--- src/sv/oah_pkg.sv ---
// ----------------------------------------------------------------------------
// oah_pkg: shared types and constants
// Codes, field widths and register defaults of the open-addressing hash insert
// block.
// ----------------------------------------------------------------------------
package oah_pkg;

    localparam int TABLE_DEPTH_DEF = 32;
    localparam int KEY_WIDTH_DEF   = 32;

    localparam int FUNC_W   = 2;
    localparam int SLOT_W   = 5;
    localparam int STATUS_W = 3;
    localparam int MODE_W   = 2;
    localparam int SIZE_W   = 6;
    localparam int SMOD_W   = 5;
    localparam int COUNT_W  = 6;
    localparam int CFG_W    = 6;
    localparam int CFG_IDX_W = 2;

    localparam logic [COUNT_W-1:0] COUNT_MAX  = 6'd32;
    localparam logic [MODE_W-1:0]  MODE_RESET = 2'd0;
    localparam logic [SIZE_W-1:0]  SIZE_RESET = 6'd17;
    localparam logic [SMOD_W-1:0]  SMOD_RESET = 5'd13;

    localparam logic [FUNC_W-1:0] FN_CLEAR  = 2'd0;
    localparam logic [FUNC_W-1:0] FN_INSERT = 2'd1;

    localparam logic [MODE_W-1:0] PM_QUAD   = 2'd1;
    localparam logic [MODE_W-1:0] PM_DOUBLE = 2'd2;

    localparam logic [CFG_IDX_W-1:0] CFG_PROBE_MODE = 2'd0;
    localparam logic [CFG_IDX_W-1:0] CFG_SIZE       = 2'd1;
    localparam logic [CFG_IDX_W-1:0] CFG_SMOD       = 2'd2;

    localparam logic [STATUS_W-1:0] ST_HOME    = 3'd0;
    localparam logic [STATUS_W-1:0] ST_PROBED  = 3'd1;
    localparam logic [STATUS_W-1:0] ST_FAIL    = 3'd2;
    localparam logic [STATUS_W-1:0] ST_CLEARED = 3'd3;
    localparam logic [STATUS_W-1:0] ST_READ    = 3'd4;

    typedef struct packed {
        logic start;
        logic short_run;
    } t_mod_ctrl;

    // one compare and subtract, valid while x < 2*m
    function automatic logic [SIZE_W-1:0] mod_sub(logic [SIZE_W:0] x, logic [SIZE_W-1:0] m);
        logic [SIZE_W:0] d;
        d = x - {1'b0, m};
        return (x >= {1'b0, m}) ? d[SIZE_W-1:0] : x[SIZE_W-1:0];
    endfunction

endpackage

--- src/sv/oah_mod_unit.sv ---
// ----------------------------------------------------------------------------
// oah_mod_unit: iterative remainder unit
// Restoring division, one dividend bit per cycle, remainder only. A short run
// takes only the top SMOD_W bits of the dividend.
// ----------------------------------------------------------------------------
module oah_mod_unit #(
    parameter int KEY_WIDTH = oah_pkg::KEY_WIDTH_DEF
) (
    input  logic                      i_clk,
    input  logic                      i_rst_n,
    input  oah_pkg::t_mod_ctrl        i_ctrl,
    input  logic [KEY_WIDTH-1:0]      i_dividend,
    input  logic [oah_pkg::SIZE_W-1:0] i_modulus,
    output logic                      o_done,
    output logic [oah_pkg::SIZE_W-1:0] o_rem
);
    import oah_pkg::*;

    localparam int CNT_W = $clog2(KEY_WIDTH + 1);

    logic [KEY_WIDTH-1:0] r_dvd;
    logic [SIZE_W-1:0]    r_rem;
    logic [SIZE_W-1:0]    r_m;
    logic [CNT_W-1:0]     r_cnt;
    logic                 r_busy;
    logic                 r_done;
    logic [SIZE_W:0]      trial;

    assign trial = {r_rem, r_dvd[KEY_WIDTH-1]};

    always_ff @(posedge i_clk) begin
        if (!i_rst_n) begin
            r_busy <= 1'b0;
            r_done <= 1'b0;
            r_cnt  <= '0;
        end else if (i_ctrl.start) begin
            r_busy <= 1'b1;
            r_done <= 1'b0;
            r_cnt  <= i_ctrl.short_run ? CNT_W'(SMOD_W) : CNT_W'(KEY_WIDTH);
        end else if (r_busy) begin
            r_cnt <= r_cnt - 1'b1;
            if (r_cnt == CNT_W'(1)) begin
                r_busy <= 1'b0;
                r_done <= 1'b1;
            end
        end else begin
            r_done <= 1'b0;
        end
    end

    always_ff @(posedge i_clk) begin
        if (i_ctrl.start) begin
            r_dvd <= i_dividend;
            r_rem <= '0;
            r_m   <= i_modulus;
        end else if (r_busy) begin
            r_dvd <= {r_dvd[KEY_WIDTH-2:0], 1'b0};
            r_rem <= mod_sub(trial, r_m);
        end
    end

    assign o_done = r_done;
    assign o_rem  = r_rem;

endmodule

--- src/sv/open_addressing_hash_insert.sv ---
// ----------------------------------------------------------------------------
// open_addressing_hash_insert: open-addressing hash table insert and read
// Clears the table, inserts a signed key by linear, quadratic or double-hash
// probing, or reads one slot; counts inserts placed after probing.
// ----------------------------------------------------------------------------
//  channel   direction  contents
//  s_*       in         tuser func; tdata key, slot_index
//  m_*       out        tuser status; tdata slot, entry_key, entry_valid,
//                       displaced_inserts
//  i_cfg_*   in         write enable, register index, write data
//
//  clear goes from accept straight to the result; read passes through S_READ.
//  insert: a full remainder run gives the home slot, then the home check and any
//  probing follow; double hashing adds a full and a short remainder run for the
//  step, all on the bit-serial remainder unit. s_tready is high only while no item is at work.
//  valid bits are flip-flops cleared at once by reset or by a clear item.
//  a result waits in the output register while m_tready is low.
module open_addressing_hash_insert #(
    parameter int TABLE_DEPTH = oah_pkg::TABLE_DEPTH_DEF,
    parameter int KEY_WIDTH   = oah_pkg::KEY_WIDTH_DEF
) (
    input  logic i_clk,
    input  logic i_rst_n,
    input  logic s_tvalid,
    output logic s_tready,
    // func
    input  logic [oah_pkg::FUNC_W-1:0] s_tuser,
    // key, slot_index
    input  logic [((KEY_WIDTH + oah_pkg::SLOT_W + 7) / 8) * 8 - 1:0] s_tdata,
    output logic m_tvalid,
    input  logic m_tready,
    // status
    output logic [oah_pkg::STATUS_W-1:0] m_tuser,
    // slot, entry_key, entry_valid, displaced_inserts
    output logic [((KEY_WIDTH + oah_pkg::SLOT_W + 1 + oah_pkg::COUNT_W + 7) / 8) * 8 - 1:0]
        m_tdata,
    input  logic i_cfg_we,
    input  logic [oah_pkg::CFG_IDX_W-1:0] i_cfg_idx,
    input  logic [oah_pkg::CFG_W-1:0] i_cfg_data
);
    import oah_pkg::*;

    localparam int AW     = $clog2(TABLE_DEPTH);
    localparam int DW_OUT = ((KEY_WIDTH + SLOT_W + 1 + COUNT_W + 7) / 8) * 8;
    localparam logic [SIZE_W-1:0] DEPTH_CAP =
        (TABLE_DEPTH > (1 << SIZE_W) - 1) ? SIZE_W'((1 << SIZE_W) - 1) : SIZE_W'(TABLE_DEPTH);

    typedef enum logic [7:0] {
        S_IDLE     = 8'b0000_0001,
        S_DIV_HOME = 8'b0000_0010,
        S_HOME     = 8'b0000_0100,
        S_DIV_R    = 8'b0000_1000,
        S_DIV_N    = 8'b0001_0000,
        S_PROBE    = 8'b0010_0000,
        S_READ     = 8'b0100_0000,
        S_DONE     = 8'b1000_0000
    } t_state;

    t_state r_state, n_state;

    logic [MODE_W-1:0]  r_mode;
    logic [SIZE_W-1:0]  r_size;
    logic [SMOD_W-1:0]  r_smod;

    logic [TABLE_DEPTH-1:0] r_valid;
    logic [KEY_WIDTH-1:0]   r_mem [TABLE_DEPTH];
    logic [KEY_WIDTH-1:0]   r_rd;
    logic                   r_hit;
    logic [COUNT_W-1:0]     r_probe_cnt;

    logic [KEY_WIDTH-1:0] r_key;
    logic [SIZE_W-1:0]    r_n;
    logic [SIZE_W-1:0]    r_pos;
    logic [SIZE_W-1:0]    r_inc;
    logic [SIZE_W-1:0]    r_step;
    logic [SIZE_W-1:0]    r_i;

    logic [STATUS_W-1:0]  r_res_status;
    logic [SLOT_W-1:0]    r_res_slot;
    logic [KEY_WIDTH-1:0] r_res_key;
    logic                 r_res_ev;

    logic                 r_m_valid;
    logic [STATUS_W-1:0]  r_m_status;
    logic [SLOT_W-1:0]    r_m_slot;
    logic [KEY_WIDTH-1:0] r_m_key;
    logic                 r_m_ev;
    logic [COUNT_W-1:0]   r_m_disp;

    logic                 s_acc;
    logic [FUNC_W-1:0]    in_func;
    logic [KEY_WIDTH-1:0] in_key;
    logic [SLOT_W-1:0]    in_sidx;
    logic [KEY_WIDTH-1:0] in_mag, key_mag;
    logic [SIZE_W-1:0]    size_eff;
    logic [SIZE_W-1:0]    smod_eff;
    logic [AW+SLOT_W-1:0] sidx_w;
    logic [AW-1:0]        rd_addr;
    logic                 rd_in_range;
    logic [AW+SIZE_W-1:0] pos_w, cand_w;
    logic [AW-1:0]        pos_addr, cand_addr;
    logic [SIZE_W-1:0]    add_amt, cand;
    logic [SIZE_W-1:0]    fixed_rem;
    logic [SMOD_W-1:0]    step_s;
    logic [SIZE_W:0]      inc_sum;
    logic                 mem_we;
    logic [AW-1:0]        mem_waddr;

    t_mod_ctrl            mod_ctrl;
    logic [KEY_WIDTH-1:0] mod_dvd;
    logic [SIZE_W-1:0]    mod_m;
    logic                 mod_done;
    logic [SIZE_W-1:0]    mod_rem;

    assign in_func = s_tuser;
    assign in_key  = s_tdata[KEY_WIDTH-1:0];
    assign in_sidx = s_tdata[KEY_WIDTH+SLOT_W-1:KEY_WIDTH];

    assign s_tready = (r_state == S_IDLE);
    assign s_acc    = s_tvalid && s_tready;

    assign in_mag  = in_key[KEY_WIDTH-1] ? (~in_key + 1'b1) : in_key;
    assign key_mag = r_key[KEY_WIDTH-1] ? (~r_key + 1'b1) : r_key;

    assign size_eff = (r_size == '0) ? SIZE_W'(1) :
                      ((r_size > DEPTH_CAP) ? DEPTH_CAP : r_size);
    assign smod_eff = (r_smod == '0) ? SIZE_W'(1) : {1'b0, r_smod};

    assign sidx_w      = {{AW{1'b0}}, in_sidx};
    assign rd_addr     = sidx_w[AW-1:0];
    assign rd_in_range = sidx_w < (AW + SLOT_W)'(TABLE_DEPTH);

    assign pos_w    = {{AW{1'b0}}, r_pos};
    assign pos_addr = pos_w[AW-1:0];

    always_comb begin
        case (r_mode)
            PM_QUAD:   add_amt = r_inc;
            PM_DOUBLE: add_amt = r_step;
            default:   add_amt = SIZE_W'(1);
        endcase
    end

    assign cand      = mod_sub({1'b0, r_pos} + {1'b0, add_amt}, r_n);
    assign cand_w    = {{AW{1'b0}}, cand};
    assign cand_addr = cand_w[AW-1:0];
    assign inc_sum   = {1'b0, r_inc} + (SIZE_W + 1)'(2);

    // non-negative remainder of a signed key
    always_comb begin
        fixed_rem = mod_rem;
        if (r_key[KEY_WIDTH-1] && mod_rem != '0) begin
            fixed_rem = ((r_state == S_DIV_R) ? smod_eff : r_n) - mod_rem;
        end
    end
    assign step_s = SMOD_W'(smod_eff - fixed_rem);

    always_comb begin
        mod_ctrl  = '0;
        mod_dvd   = in_mag;
        mod_m     = size_eff;
        case (r_state)
            S_IDLE: begin
                mod_ctrl.start = s_acc && (in_func == FN_INSERT);
            end
            S_HOME: begin
                mod_ctrl.start = r_valid[pos_addr] && (r_mode == PM_DOUBLE);
                mod_dvd        = key_mag;
                mod_m          = smod_eff;
            end
            S_DIV_R: begin
                mod_ctrl.start     = mod_done;
                mod_ctrl.short_run = 1'b1;
                mod_dvd            = {step_s, {(KEY_WIDTH - SMOD_W){1'b0}}};
                mod_m              = r_n;
            end
            default: begin
                mod_ctrl = '0;
            end
        endcase
    end

    oah_mod_unit #(
        .KEY_WIDTH (KEY_WIDTH)
    ) u_mod (
        .i_clk      (i_clk),
        .i_rst_n    (i_rst_n),
        .i_ctrl     (mod_ctrl),
        .i_dividend (mod_dvd),
        .i_modulus  (mod_m),
        .o_done     (mod_done),
        .o_rem      (mod_rem)
    );

    always_comb begin
        n_state = r_state;
        case (r_state)
            S_IDLE: begin
                if (s_acc) begin
                    if (in_func == FN_CLEAR) begin
                        n_state = S_DONE;
                    end else if (in_func == FN_INSERT) begin
                        n_state = S_DIV_HOME;
                    end else begin
                        n_state = S_READ;
                    end
                end
            end
            S_DIV_HOME: begin
                if (mod_done) begin
                    n_state = S_HOME;
                end
            end
            S_HOME: begin
                if (!r_valid[pos_addr]) begin
                    n_state = S_DONE;
                end else if (r_mode == PM_DOUBLE) begin
                    n_state = S_DIV_R;
                end else begin
                    n_state = S_PROBE;
                end
            end
            S_DIV_R: begin
                if (mod_done) begin
                    n_state = S_DIV_N;
                end
            end
            S_DIV_N: begin
                if (mod_done) begin
                    n_state = S_PROBE;
                end
            end
            S_PROBE: begin
                if (!r_valid[cand_addr] || r_i == r_n) begin
                    n_state = S_DONE;
                end
            end
            S_READ: begin
                n_state = S_DONE;
            end
            S_DONE: begin
                if (!r_m_valid || m_tready) begin
                    n_state = S_IDLE;
                end
            end
            default: begin
                n_state = S_IDLE;
            end
        endcase
    end

    always_comb begin
        mem_we    = 1'b0;
        mem_waddr = pos_addr;
        if (r_state == S_HOME && !r_valid[pos_addr]) begin
            mem_we = 1'b1;
        end else if (r_state == S_PROBE && !r_valid[cand_addr]) begin
            mem_we    = 1'b1;
            mem_waddr = cand_addr;
        end
    end

    always_ff @(posedge i_clk) begin
        if (mem_we) begin
            r_mem[mem_waddr] <= r_key;
        end
        if (s_acc) begin
            r_rd <= r_mem[rd_addr];
        end
    end

    always_ff @(posedge i_clk) begin
        if (!i_rst_n) begin
            r_state     <= S_IDLE;
            r_mode      <= MODE_RESET;
            r_size      <= SIZE_RESET;
            r_smod      <= SMOD_RESET;
            r_valid     <= '0;
            r_probe_cnt <= '0;
            r_m_valid   <= 1'b0;
        end else begin
            r_state <= n_state;
            if (i_cfg_we) begin
                case (i_cfg_idx)
                    CFG_PROBE_MODE: r_mode <= i_cfg_data[MODE_W-1:0];
                    CFG_SIZE:       r_size <= i_cfg_data[SIZE_W-1:0];
                    CFG_SMOD:       r_smod <= i_cfg_data[SMOD_W-1:0];
                    default:        r_mode <= r_mode;
                endcase
            end
            if (s_acc && in_func == FN_CLEAR) begin
                r_valid     <= '0;
                r_probe_cnt <= '0;
            end else if (mem_we) begin
                r_valid[mem_waddr] <= 1'b1;
            end
            if (r_state == S_PROBE && !r_valid[cand_addr] && r_probe_cnt < COUNT_MAX) begin
                r_probe_cnt <= r_probe_cnt + 1'b1;
            end
            if (r_state == S_DONE && (!r_m_valid || m_tready)) begin
                r_m_valid <= 1'b1;
            end else if (m_tready) begin
                r_m_valid <= 1'b0;
            end
        end
    end

    always_ff @(posedge i_clk) begin
        case (r_state)
            S_IDLE: begin
                r_key        <= in_key;
                r_n          <= size_eff;
                r_hit        <= rd_in_range && r_valid[rd_addr];
                r_res_slot   <= (in_func == FN_CLEAR || in_func == FN_INSERT) ? '0 : in_sidx;
                r_res_key    <= '0;
                r_res_ev     <= 1'b0;
                r_res_status <= (in_func == FN_CLEAR) ? ST_CLEARED : ST_FAIL;
            end
            S_DIV_HOME: begin
                if (mod_done) begin
                    r_pos <= fixed_rem;
                end
            end
            S_HOME: begin
                r_i   <= SIZE_W'(1);
                r_inc <= (r_n == SIZE_W'(1)) ? '0 : SIZE_W'(1);
                r_step <= SIZE_W'(1);
                if (!r_valid[pos_addr]) begin
                    r_res_status <= ST_HOME;
                    r_res_slot   <= r_pos[SLOT_W-1:0];
                end
            end
            S_DIV_N: begin
                if (mod_done) begin
                    r_step <= mod_rem;
                end
            end
            S_PROBE: begin
                r_pos <= cand;
                r_i   <= r_i + 1'b1;
                r_inc <= (r_n == SIZE_W'(1)) ? '0 : mod_sub(inc_sum, r_n);
                if (!r_valid[cand_addr]) begin
                    r_res_status <= ST_PROBED;
                    r_res_slot   <= cand[SLOT_W-1:0];
                end
            end
            S_READ: begin
                r_res_status <= ST_READ;
                r_res_key    <= r_hit ? r_rd : '0;
                r_res_ev     <= r_hit;
            end
            default: begin
                r_res_ev <= r_res_ev;
            end
        endcase
    end

    always_ff @(posedge i_clk) begin
        if (r_state == S_DONE && (!r_m_valid || m_tready)) begin
            r_m_status <= r_res_status;
            r_m_slot   <= r_res_slot;
            r_m_key    <= r_res_key;
            r_m_ev     <= r_res_ev;
            r_m_disp   <= r_probe_cnt;
        end
    end

    assign m_tvalid = r_m_valid;
    assign m_tuser  = r_m_status;
    assign m_tdata  = DW_OUT'({r_m_disp, r_m_ev, r_m_key, r_m_slot});

    a_busy_after_accept: assert property (@(posedge i_clk) disable iff (!i_rst_n)
        s_acc |=> !s_tready)
        else $error("input accepted while an item is at work");

    a_counter_saturates: assert property (@(posedge i_clk) disable iff (!i_rst_n)
        r_probe_cnt <= COUNT_MAX)
        else $error("probe counter beyond saturation");

    a_clear_result: assert property (@(posedge i_clk) disable iff (!i_rst_n)
        (r_m_valid && r_m_status == ST_CLEARED) |-> (r_m_disp == '0 && !r_m_ev))
        else $error("clear result carries stale fields");

    a_probe_bounds: assert property (@(posedge i_clk) disable iff (!i_rst_n)
        (r_state == S_PROBE) |-> (r_i >= SIZE_W'(1) && r_i <= r_n && r_pos < r_n))
        else $error("probe position or index out of range");

endmodule
--- config.mk ---
export PLATFORM = sky130hd
export DESIGN_NAME = open_addressing_hash_insert
export DESIGN_NICKNAME = d
export VERILOG_FILES = /design/src/sv/oah_pkg.sv /design/src/sv/oah_mod_unit.sv /design/src/sv/open_addressing_hash_insert.sv
export SDC_FILE = /design/constraint.sdc
export NUM_CORES = 1
export LEC_CHECK = 0
export BUFFER_PORTS_ARGS = -buffer_cell sky130_fd_sc_hd__buf_2
export CELL_PAD_IN_SITES_DETAIL_PLACEMENT = 1
export CELL_PAD_IN_SITES_GLOBAL_PLACEMENT = 2
export CORE_MARGIN = 8
export CORE_UTILIZATION = 44
export CTS_BUF_LIST = sky130_fd_sc_hd__clkbuf_16
export CTS_CLUSTER_SIZE = 10
export DETAILED_ROUTE_END_ITERATION = 10
export GPL_ROUTABILITY_DRIVEN = 0
export PLACE_DENSITY_LB_ADDON = 0.1
export SYNTH_ARGS = -nofsm -noshare
export SYNTH_HDL_FRONTEND = slang
export SYNTH_SLANG_ARGS = --single-unit
--- constraint.sdc ---
create_clock -name i_clk -period 7.4 [get_ports i_clk]
set_input_delay 0.74 -clock i_clk [delete_from_list [all_inputs] [get_ports i_clk]]
set_output_delay 0.74 -clock i_clk [all_outputs]
set_load 0.01 [all_outputs]
**Word level (Yosys, flattened, before mapping)**

Memory sizes are Yosys's and may differ from the RTL's. A register that Yosys moved wholly into a read port is not among the register bits.
Index checks and enable logic that the tools add are counted.

- Mux-type cells: 71
- Add/sub/neg operators: 12
- Magnitude comparators: 11
- Bitwise logic cells: 5
- Equality and inequality tests: 24
- Reduce and logical (&&, ||, !) cells: 41

Operators by type and width:

| cell | number |
|---|---|
| $mux 32 | 5 |
| $pmux 32 s2 | 2 |
| $mux 6 | 16 |
| $pmux 6 s2 | 6 |
| $add 32x1->32 const B | 2 |
| $mux 8 | 8 |
| $not 32->32 | 2 |
| $pmux 8 s8 | 1 |
| $or 32x32->32 | 1 |
| $lt 5x6->1 const B | 5 |
| $mux 5 | 6 |
| $sub 6x6->6 | 4 |
| $ge 7x6->1 | 3 |
| $mux 1 | 16 |
| $bmux 1 s5 | 3 |
| $pmux 5 s3 | 1 |
| $reduce_bool 2->1 | 7 |
| $add 6x1->6 const B | 2 |
| $eq 6x1->1 const B | 2 |
| $pmux 3 s4 | 1 |
| $logic_and 1x1->1 | 11 |
| $ne 2x1->1 const B | 5 |
| $reduce_and 2->1 | 5 |
| $eq 8x1->1 const B | 1 |
| 36 further kinds | 49 |

- Output and inout bits: 53
- Memories kept: 1
- RAM bits: 1024
- Bits in registers: 263

Memory list:

| memory | words | width | read ports | clocked after memory_dff | write ports | RTL line | source |
|---|---|---|---|---|---|---|---|
| r_mem | 32 | 32 | 1 | 1 | 1 | open_addressing_hash_insert.sv:66 | `logic [KEY_WIDTH-1:0] r_mem [TABLE_DEPTH];` |

**Longest topological paths before layout**

Gate-level depths: netlist of run 1.

- Word-level depth: 16
- Depth in mapped cells: 26

**By module**

From an unflattened synthesis of run 1, not the netlist that was laid out.

- Cell total of the unflattened synthesis: 2943
- Area, all modules: 54888.9 sq um

Modules (own cells, without submodules):

| module | area an instance (sq um) | times used | cells each |
|---|---|---|---|
| open_addressing_hash_insert | 52410.3 | 1 | 2752 |
| oah_mod_unit | 2478.6 | 1 | 191 |

**Least setup slack after synthesis of run 1**

No wires, ideal clock.

- Kind: flip-flop to flip-flop
- From: register r_mode[0]
- To: memory r_mem[10][0] in the netlist's numbering (enable)
- Period minus slack after synthesis: 6862 ps
- Slack: 538 ps
- Stages on the path, launching flop included: 21
- Setup time: 466 ps
- Buffers on the path: 3
- Data arrival time: 6396 ps
- Path through: dfxtp_1 -> inv_1 -> ha_1 -> clkbuf_1 -> a22oi_1 -> or2_2 -> fa_1 -> nand2b_1 -> a21oi_1 -> xnor2_1 -> inv_1 -> ha_1 -> clkbuf_1 -> o221a_4 -> buf_6 -> o31a_1 -> a32oi_1 -> o22ai_1 -> nor4_4 -> nand4_1 -> o21ai_0

- Longest elaborated chain between the ends: 13
- Elaborated cells between the ends (all ways): 17
- Classes of those cells: 2 x add/sub; 1 x order compare; 2 x eq/ne; 10 x mux; 2 x reduce/logical

RTL lines:

| what | RTL line | source |
|---|---|---|
| start, declared | open_addressing_hash_insert.sv:61 | `logic [MODE_W-1:0] r_mode;` |
| start signal, assigned | open_addressing_hash_insert.sv:285 | `CFG_PROBE_MODE: r_mode <= i_cfg_data[MODE_W-1:0];` |
| start signal, assigned | open_addressing_hash_insert.sv:288 | `default: r_mode <= r_mode;` |
| $eq 2x2->1 / $eq 2x1->1 (equally long branches) | open_addressing_hash_insert.sv:137 | `case (r_mode)` |
| $pmux 6 s2 (*) | open_addressing_hash_insert.sv:137 |  |
| $add 6x6->7 (*) | open_addressing_hash_insert.sv:144 | `assign cand = mod_sub({1'b0, r_pos} + {1'b0, add_amt}, r_n);` |
| $sub 6x6->6 / $ge 7x6->1 (equally long branches) | oah_pkg.sv:50, oah_pkg.sv:51 |  |
| $mux 6 (*) | oah_pkg.sv:51 | `return (x >= {1'b0, m}) ? d[SIZE_W-1:0] : x[SIZE_W-1:0];` |
| $bmux 1 s5 | open_addressing_hash_insert.sv:257 | `end else if (r_state == S_PROBE && !r_valid[cand_addr]) begin` |
| $mux 1 (not written as such) | open_addressing_hash_insert.sv:257 |  |
| $logic_not 1->1 | -- |  |
| $logic_and 1x1->1 | open_addressing_hash_insert.sv:257 |  |
| $mux 1 | open_addressing_hash_insert.sv:257 |  |
| $mux 1 | open_addressing_hash_insert.sv:255 | `if (r_state == S_HOME && !r_valid[pos_addr]) begin` |
| $mux 1 | open_addressing_hash_insert.sv:264 | `if (mem_we) begin` |
| $mux 1 (not written as such) | open_addressing_hash_insert.sv:265 | `r_mem[mem_waddr] <= r_key;` |
| end, declared | open_addressing_hash_insert.sv:66 |  |

Mark *: on every way between the ends. The rest lies on a longest branch, timed or not. The select of a mux whose other input is x is not followed.

**Final worst setup path of run 1**

- From: register r_mode[0]
- To: memory r_mem[19][11] in the netlist's numbering (enable)

Same word-level chain as after synthesis.

==> summary.md, run 1 <==
| Metric | Value |
|---|---|
| Vias in the first global route | about 31000 |
| Dominant cells by area after synthesis | edfxtp_1 69%, mux4_2 14%, dfxtp_1 2.7% |
| Remaining global-route overflow | 0 |
| Clock transition at the register clock pins on the worst setup and hold paths after CTS | around 50 ps |
| Chip Width | ~370 um |
| Wirelength, routed | between 100 and 150 mm |
| CP Class | reg -> reg |
| List of cells traversed by the critical path | inv_1 -> ha_1 -> a22oi_1 -> or2_2 -> inv_1 -> ha_1 -> a21o_1 -> a21oi_1 -> o21bai_1 -> a21oi_1 -> xnor2_1 -> ha_1 -> nor3_1 -> a21oi_2 -> o21ai_2 -> a32oi_1 -> o22ai_1 -> nor4_4 -> mux2i_4 -> buf_4 -> o31ai_4 -> buf_4 |
| Aggregate negative setup slack | 0 ps |
| Total standard cell area after synthesis | around 54000 um^2 |
| Commonest cells post-synth | 1245 x edfxtp_1, 340 x mux4_2, 124 x nand2_1 |
| Minimum clock period after layout | about 7000 ps |
| Setup WS post-layout | roughly 550 ps |
| Vertical die dimension | roughly 370 um |
| Avg Synthesized Cell Area | 19.0 um^2 |
| Relative contribution of the clock network to total power | about two fifths |
| Power Density | ~270 nW/um^2 |
| Arrival time at the worst endpoint | just over 7000 ps |
| Die area | 135000 um^2 |
| Filler instances | ~11000 |
| Post-DRT Antenna Nets | 0 |
| Setup crit start | r_mode[0]$_SDFFE_PN0P_ |
| Critical Path Sink Type | flop |
| CTS tree | built |
| Reg2Reg Depth | 22 |
| Via count | around 28000 |
| Final standard cell utilization of the core | around half |
| Setup slack of the most critical reg-to-reg path | around 550 ps |
| Stages on worst setup path | 22 |
| Max-slew headroom | 3.63% |
| Most frequently used flop master after synthesis | edfxtp_1 |
| Number of port buffers | 100 |
| Effective utilization at floorplan | between 40 and 50% |
| Cts bufs inserted | between 150 and 200 |
| Number of synthesized flops with an enable pin | 1245 |
| CP bufs+invs | 4 |
| Unique masters post-synth | 74 |
| Final hold violations | 0 |
| Reg2reg end | r_mem[19][11]$_DFFE_PP_ |
| Max capacitance violation total | 0 |
| Total I/O pin count | 108 |
| Worst EP required | 7770 ps |
| Portion of total power attributed to sequential cells | about half |
| DRC violation total after the first TritonRoute iteration | 2497 |
| Share of final-layout standard cells stronger than drive strength 1 | approximately a quarter |
| Worst-Margin Slew | about 1400 ps |
| Outcome | finished, final reports clean |
| Internal Dissipation | about 13 mW |
| Clock insertion delay at the later pin of the skew report | around 770 ps |
| Fin crit share | between 90% and 100% |
| Setup Buffers After CTS | 0 |
| Highest fanout seen on the critical path | 33 |
| Peak clock frequency supported by timing | about 0.15 GHz |
| Total of flip-flops plus latches after synthesis | ~1300 |
| Post-CTS Resized | 0 |
| Hold path startpoint | s_tdata[16] |
| Maximum cell stage delay along the critical path | 870 ps |
| Largest voltage drop on the vdd net | ~0.00021 V |
| Core box area | roughly 120000 um^2 |
| Synthesized netlist cell count | roughly 2900 |
| First-pass GRT wire length | ~210 mm |
| Endpoint of the worst hold-timing path | r_key[16]$_DFFE_PP_ |
| CP startpoint kind | flop |
| CTS H-tree lvls | 4 |
| Post-DP Area | between 50000 and 60000 um^2 |
| GRT Total Usage | 21.1% |
| Root buffer selected by CTS | clkbuf_16 |
| FF-to-FF Start | r_mode[0]$_SDFFE_PN0P_ |
| Critical-path cell with the highest stage delay | a21oi_2 |
| Worst setup slack before clock tree synthesis | slightly below 600 ps |
| Post-layout nets | around 3200 |
| Largest net degree at the start of global routing | 134 |
| Cell taking the most area after synthesis | edfxtp_1 |
| Routed length per instance | 30.1 um |
| Setup repair after global routing missed its margin | false |
| Class of the tightest hold or removal check | in -> reg |
| CTS sink cnt | about 1300 |
| Area growth from synthesis to layout | 13.9% |
| Sw Pwr | approximately 4.0 mW |
| Maximum count of clock buffers along a single path | 3 |
| Number of buffers inserted for hold repair after clock tree synthesis | 0 |
| Number of cell rows | 129 |
| Setup violators final | 0 |
| Combinational cell fraction of total power | a little under a tenth |
| Vias per cell | ~5.9 |
| Asr flop ratio synth | 0% |
| Antenna violations before repair | 5 |
| Cell depth of the worst min-delay path | 1 |
| Cell with the most instances after synthesis | edfxtp_1 |
| Critical path's top delay family | compound AO/OA/AOI/OAI gates |
| Count of pins over their slew limit | 0 |
| Sequential element share of the synthesized area | a little under three quarters |
| Library cell appearing most often on the critical path | ha_1 |
| Detailed placer's ending HPWL | 87.9 mm |
| Portion of synthesized cell area occupied by the leading cell type | 68.8% |
| Static power due to leakage | between 20 and 25 nW |
| Finished Cell Area | around 62000 um^2 |
| Final worst clock skew | between 30 and 40 ps |
| Initial DRT Pass Iterations | 5 |
| Count of synthesis-stage warnings from yosys | 0 |
| Detailed-route DRC error count | 0 |
| Proportion of total power due to net switching | approximately a quarter |
[state kept, by name, summed over array words and instances (netlist names), 8 cells and up]
register     flops
r_valid         32
r_key           32
r_m_key         32
r_mem         1024
r_state          8
r_rd            32
r_res_key       32
u_mod.r_dvd     32
[cells by family after synthesis]
logic type / Yosys count / share of synthesized area, %
AOI/OAI and AO/OA: 369 / 4.97
xor gates and xnor gates: 99 / 1.60
adders and majority gates: 48 / 1.19
buffers and inverters: 204 / 1.52
DFF: 1319 / 71.5
muxes: 396 / 15.2
other: 1 / 0.00690
and+or+nand+nor: 430 / 3.95
[final cells by class]
class	count	area (um^2)	area share, %
clock buffers	157	3930	6.35
well taps	1637	2050	3.31
repair buffers	208	1480	2.39
multi-input cells	1346	15000	24.2
flip-flops and latches	1319	38900	62.8
diodes	1	2.50	0.00404
clock inverters	53	378	0.611
inverters	51	191	0.309
[through the flow]
step           total power [mW]  std cells  hold slack [ps]
6_report                   17.0       4772              195
2_1_floorplan              9.82       2869              400
3_5_place_dp               10.4       4561              406
3_3_place_gp               10.4       4561              402
5_1_grt                    17.5       4771              169
4_1_cts                    17.2       4771              128
[power by group through the flow]
stage	registers [mW]	clock network [mW]	logic, mW
2_1_floorplan	8.87	0	0.949
3_3_place_gp	8.83	0	1.55
3_5_place_dp	8.85	0	1.60
4_1_cts	8.69	6.86	1.61
5_1_grt	8.71	7.10	1.74
6_report	8.69	6.69	1.59
[worst register-to-register path, delay by kind of cell, from the launching register on]
family          cells  cell delay, ps
buf+inv             4            1100
compound gates     10            2930
flops               1             310
xor+xnor            1             170
mux                 1             310
simple gates        3             830
fa+ha+maj           3             780
[cell usage in the layout, fill, tap and decap left out, types with 10 or more instances in the layout]
master | synthesis | final
o31ai_1 | 19 | 19
o21ai_0 | 44 | 40
or3_1 | 16 | 16
a32oi_1 | 17 | 17
xor2_1 | 32 | 32
dfxtp_1 | 74 | 74
and3_1 | 42 | 42
mux2i_1 | 22 | 22
or2_2 | 10 | 10
nand3_1 | 14 | 13
nor3_1 | 18 | 18
clkbuf_16 | 0 | 157
a21o_1 | 17 | 17
a21oi_1 | 77 | 76
inv_1 | 50 | 78
ha_1 | 42 | 42
o31ai_4 | 0 | 28
o21a_1 | 41 | 41
nand2b_1 | 11 | 11
mux4_2 | 340 | 340
mux2_2 | 33 | 33
buf_12 | 0 | 11
buf_4 | 7 | 98
nor2_1 | 115 | 114
nor4_1 | 16 | 16
a22oi_1 | 34 | 34
o22ai_1 | 19 | 19
buf_2 | 8 | 96
xnor2_1 | 67 | 67
nand2_1 | 124 | 124
o31a_1 | 16 | 16
edfxtp_1 | 1245 | 1245
[worst max-delay path by stage]
stage | endpoint | slack (ps)
after floorplan | r_mem[10][0]$_DFFE_PP_ | 540
after global routing | r_mem[19][0]$_DFFE_PP_ | 150
after CTS | r_mem[19][23]$_DFFE_PP_ | 550
after detailed placement | r_mem[19][12]$_DFFE_PP_ | 590
after global placement | r_mem[19][13]$_DFFE_PP_ | 800
final | r_mem[19][11]$_DFFE_PP_ | 550
[routing by layer]
metal  routed length, um  part of all wire [%]  track usage (%)
met2               69200                    48             34.4
met4                3030                   2.1             5.59
met5                   0                     0                0
met1               64400                    45             29.9
met3                7010                   4.9             3.34
(Power assumes the default switching activity.)
==> run 2, diff against run 1 <==
--- a/config.mk
+++ b/config.mk
@@ -9,7 +9,7 @@
 export CELL_PAD_IN_SITES_DETAIL_PLACEMENT = 1
 export CELL_PAD_IN_SITES_GLOBAL_PLACEMENT = 2
 export CORE_MARGIN = 8
-export CORE_UTILIZATION = 44
+export CORE_UTILIZATION = 45
 export CTS_BUF_LIST = sky130_fd_sc_hd__clkbuf_16
 export CTS_CLUSTER_SIZE = 10
 export DETAILED_ROUTE_END_ITERATION = 10
==> constraint.sdc (replaced) <==
create_clock -name i_clk -period 6.7 [get_ports i_clk]
set_input_delay 0.67 -clock i_clk [delete_from_list [all_inputs] [get_ports i_clk]]
set_output_delay 0.67 -clock i_clk [all_outputs]
set_load 0.01 [all_outputs]
==> run 2 against run 1 <==
Net effect: maximum frequency grew 10%; total power grew 9.7%; combinational power grew 3%; sequential cell count is the same; clock skew shrank 6.4 ps; first-iteration DRC count grew 3.7%; register-to-register slack lost 60 ps; setup slack lost 61 ps; final area grew 0.31%; wire length grew 0.39%; non-clock buffer count shrank 2; critical path type unchanged; critical endpoint is now r_mem[23][27]$_DFFE_PP_.
==> summary.md, run 2 (synthesis gave the netlist of run 1 again) <==
| Metric | Value |
|---|---|
| Worst EP required | approximately 7000 ps |
| Max-slew headroom | approximately 7.8% |
| Setup WS post-layout | ~490 ps |
| Combinational cell fraction of total power | under 10% |
| CP Class | reg -> reg |
| List of cells traversed by the critical path | inv_1 -> ha_1 -> a22oi_1 -> or2_2 -> inv_1 -> ha_1 -> a21o_1 -> a21oi_1 -> o21bai_1 -> a21oi_1 -> xnor2_1 -> ha_1 -> nor3_1 -> a21o_1 -> nand3_2 -> a32oi_1 -> o22ai_1 -> nor4_4 -> mux2i_4 -> buf_4 -> o31ai_4 -> buf_12 |
| First-pass GRT wire length | around 210 mm |
| Portion of total power attributed to sequential cells | 52.2% |
| Detailed placer's ending HPWL | ~85 mm |
| Maximum count of clock buffers along a single path | 3 |
| Number of cell rows | around 130 |
| GRT Total Usage | between 20% and 30% |
| Final worst clock skew | roughly 33 ps |
| Critical Path Sink Type | flop |
| Final hold violations | 0 |
| Flip-flop count of the largest register after layout | 1024 |
| Largest net degree at the start of global routing | about 110 |
| Number of buffers inserted for hold repair after clock tree synthesis | 0 |
| Vias per cell | roughly 6.0 |
| Aggregate negative setup slack | 0 ps |
| Fin crit share | 92.7% |
| Share of final-layout standard cells stronger than drive strength 1 | around a quarter |
| Vertical die dimension | about 360 um |
| Max capacitance violation total | 0 |
| Root buffer selected by CTS | clkbuf_16 |
| Setup violators final | 0 |
| Detailed-route DRC error count | 0 |
| Number of port buffers | 100 |
| Peak clock frequency supported by timing | 0.161 GHz |
| Post-layout nets | between 3000 and 4000 |
| Setup repair after global routing missed its margin | false |
| Internal Dissipation | about 14 mW |
| Clock insertion delay at the later pin of the skew report | 750 ps |
| Arrival time at the worst endpoint | between 6000 and 7000 ps |
| CTS H-tree lvls | 4 |
| Area used by multi-input combinational logic | 15000 um^2 |
| Outcome | finished, final reports clean |
| Highest fanout seen on the critical path | 23 |
| Die area | ~130000 um^2 |
| CTS sink cnt | roughly 1300 |
| Vias in the first global route | roughly 30000 |
| Worst setup slack before clock tree synthesis | 529 ps |
| Wirelength, routed | between 100 and 150 mm |
| Critical path's top delay family | compound AO/OA/AOI/OAI gates |
| Post-CTS Resized | 0 |
| Routed length per instance | approximately 30 um |
| Most frequent standard cell in the layout excluding fill and tap cells | edfxtp_1 |
| Maximum cell stage delay along the critical path | 440 ps |
| FF+latch area | approximately 39000 um^2 |
| Library cell appearing most often on the critical path | ha_1 |
| CP startpoint kind | flop |
| Antenna violations before repair | 5 |
| Sw Pwr | 4.36 mW |
| Filler instances | ~11000 |
| Minimum clock period after layout | a little over 6000 ps |
| Largest voltage drop on the vdd net | ~0.00025 V |
| Commonest cells after routing, fill and taps aside | 1245 x edfxtp_1, 340 x mux4_2, 158 x clkbuf_16, 124 x nand2_1, 114 x nor2_1 |
| DRC violation total after the first TritonRoute iteration | 2590 |
| Largest Register | r_mem |
| Chip Width | 363 um |
| Class of the tightest hold or removal check | in -> reg |
| Static power due to leakage | 20.2 nW |
| Relative contribution of the clock network to total power | about two fifths |
| Remaining global-route overflow | 0 |
| Via count | between 20000 and 30000 |
| Critical-path cell with the highest stage delay | o31ai_4 |
| CP bufs+invs | 4 |
| Initial DRT Pass Iterations | 6 |
| Cts bufs inserted | 153 |
| Count of pins over their slew limit | 0 |
| Core box area | about 120000 um^2 |
| Setup Buffers After CTS | 0 |
| Post-DRT Antenna Nets | 0 |
| Clock transition at the register clock pins on the worst setup and hold paths after CTS | ~60 ps |
| Effective utilization at floorplan | a little under half |
| Worst-Margin Slew | around 1400 ps |
| Area growth from synthesis to layout | 14.2% |
| CTS tree | built |
| Total I/O pin count | 108 |
| Power Density | 300 nW/um^2 |
| Proportion of total power due to net switching | between 20% and 30% |
-- run 2: cell types whose count changed in the layout (fill, tap and decap cells not counted), moves of 2 or more --
cell,previous run,this run
inv_6,7,5
clkinv_1,7,10
inv_1,78,72
buf_4,98,69
clkinv_8,1,3
buf_12,11,38
inv_16,3,0
clkinv_2,3,1
-- run 2: worst paths after layout --
| check | from | endpoint | slack, ps | depth (start not counted) |
|---|---|---|---|---|
| setup / recovery | r_mode[0]$_SDFFE_PN0P_ | r_mem[23][27]$_DFFE_PP_ | 490 | 22 |
| hold reg to reg | r_res_key[30]$_SDFFCE_PN0P_ | r_m_key[30]$_DFFE_PP_ | 420 | 0 |
| setup reg to reg | r_mode[0]$_SDFFE_PN0P_ | r_mem[23][27]$_DFFE_PP_ | 490 | 22 |
| hold / removal | s_tdata[16] | r_key[16]$_DFFE_PP_ | 150 | 1 |
-- run 2: final cells by class --
type	count	area share, %
Clock buffer	158	6.37
Inverter	51	0.308
Clock inverter	44	0.411
Antenna cell	2	0.00806
Sequential cell	1319	62.6
Timing Repair Buffer	206	2.90
Tap cell	1612	3.25
Multi-Input combinational cell	1346	24.1
-- run 2: through the flow --
stage	power [mW]	hold WS (ps)	util, %	std cells	cell area (um^2)
final	18.6	152	51.8	4738	62100
after global routing	19.2	118	51.8	4736	62100
after CTS	18.8	95.2	51.8	4736	62100
after detailed placement	11.5	408	48.3	4534	57800
after global placement	11.4	404	48.3	4534	57800
after floorplan	10.8	400	-	2869	54300
-- run 2: worst reg2reg max path, stage by stage (launching register included) --
cell and delay, ps:
dfxtp_1 310, inv_1 80, ha_1 330, a22oi_1 140, or2_2 330, inv_1 70
ha_1 220, a21o_1 190, a21oi_1 220, o21bai_1 90, a21oi_1 180, xnor2_1 120
ha_1 200, nor3_1 300, a21o_1 390, nand3_2 380, a32oi_1 340, o22ai_1 160
nor4_4 410, mux2i_4 320, buf_4 330, o31ai_4 440, buf_12 300
-- run 2: power groups by stage --
| stage | registers, mW | logic, mW | clock network [mW] |
|---|---|---|---|
| after floorplan | 9.80 | 1.05 | 0 |
| after global placement | 9.85 | 1.60 | 0 |
| after detailed placement | 9.87 | 1.64 | 0 |
| after CTS | 9.70 | 1.66 | 7.44 |
| after global routing | 9.73 | 1.79 | 7.70 |
| final | 9.71 | 1.63 | 7.27 |
-- run 2: metal layers --
layer / global-route usage [%] / wire length [um] / share of wire, %
met3: 3.56 / 7090 / 4.9
met5: 0 / 0 / 0
met4: 5.46 / 2990 / 2.1
met2: 36.5 / 71300 / 49
met1: 29.9 / 62800 / 44
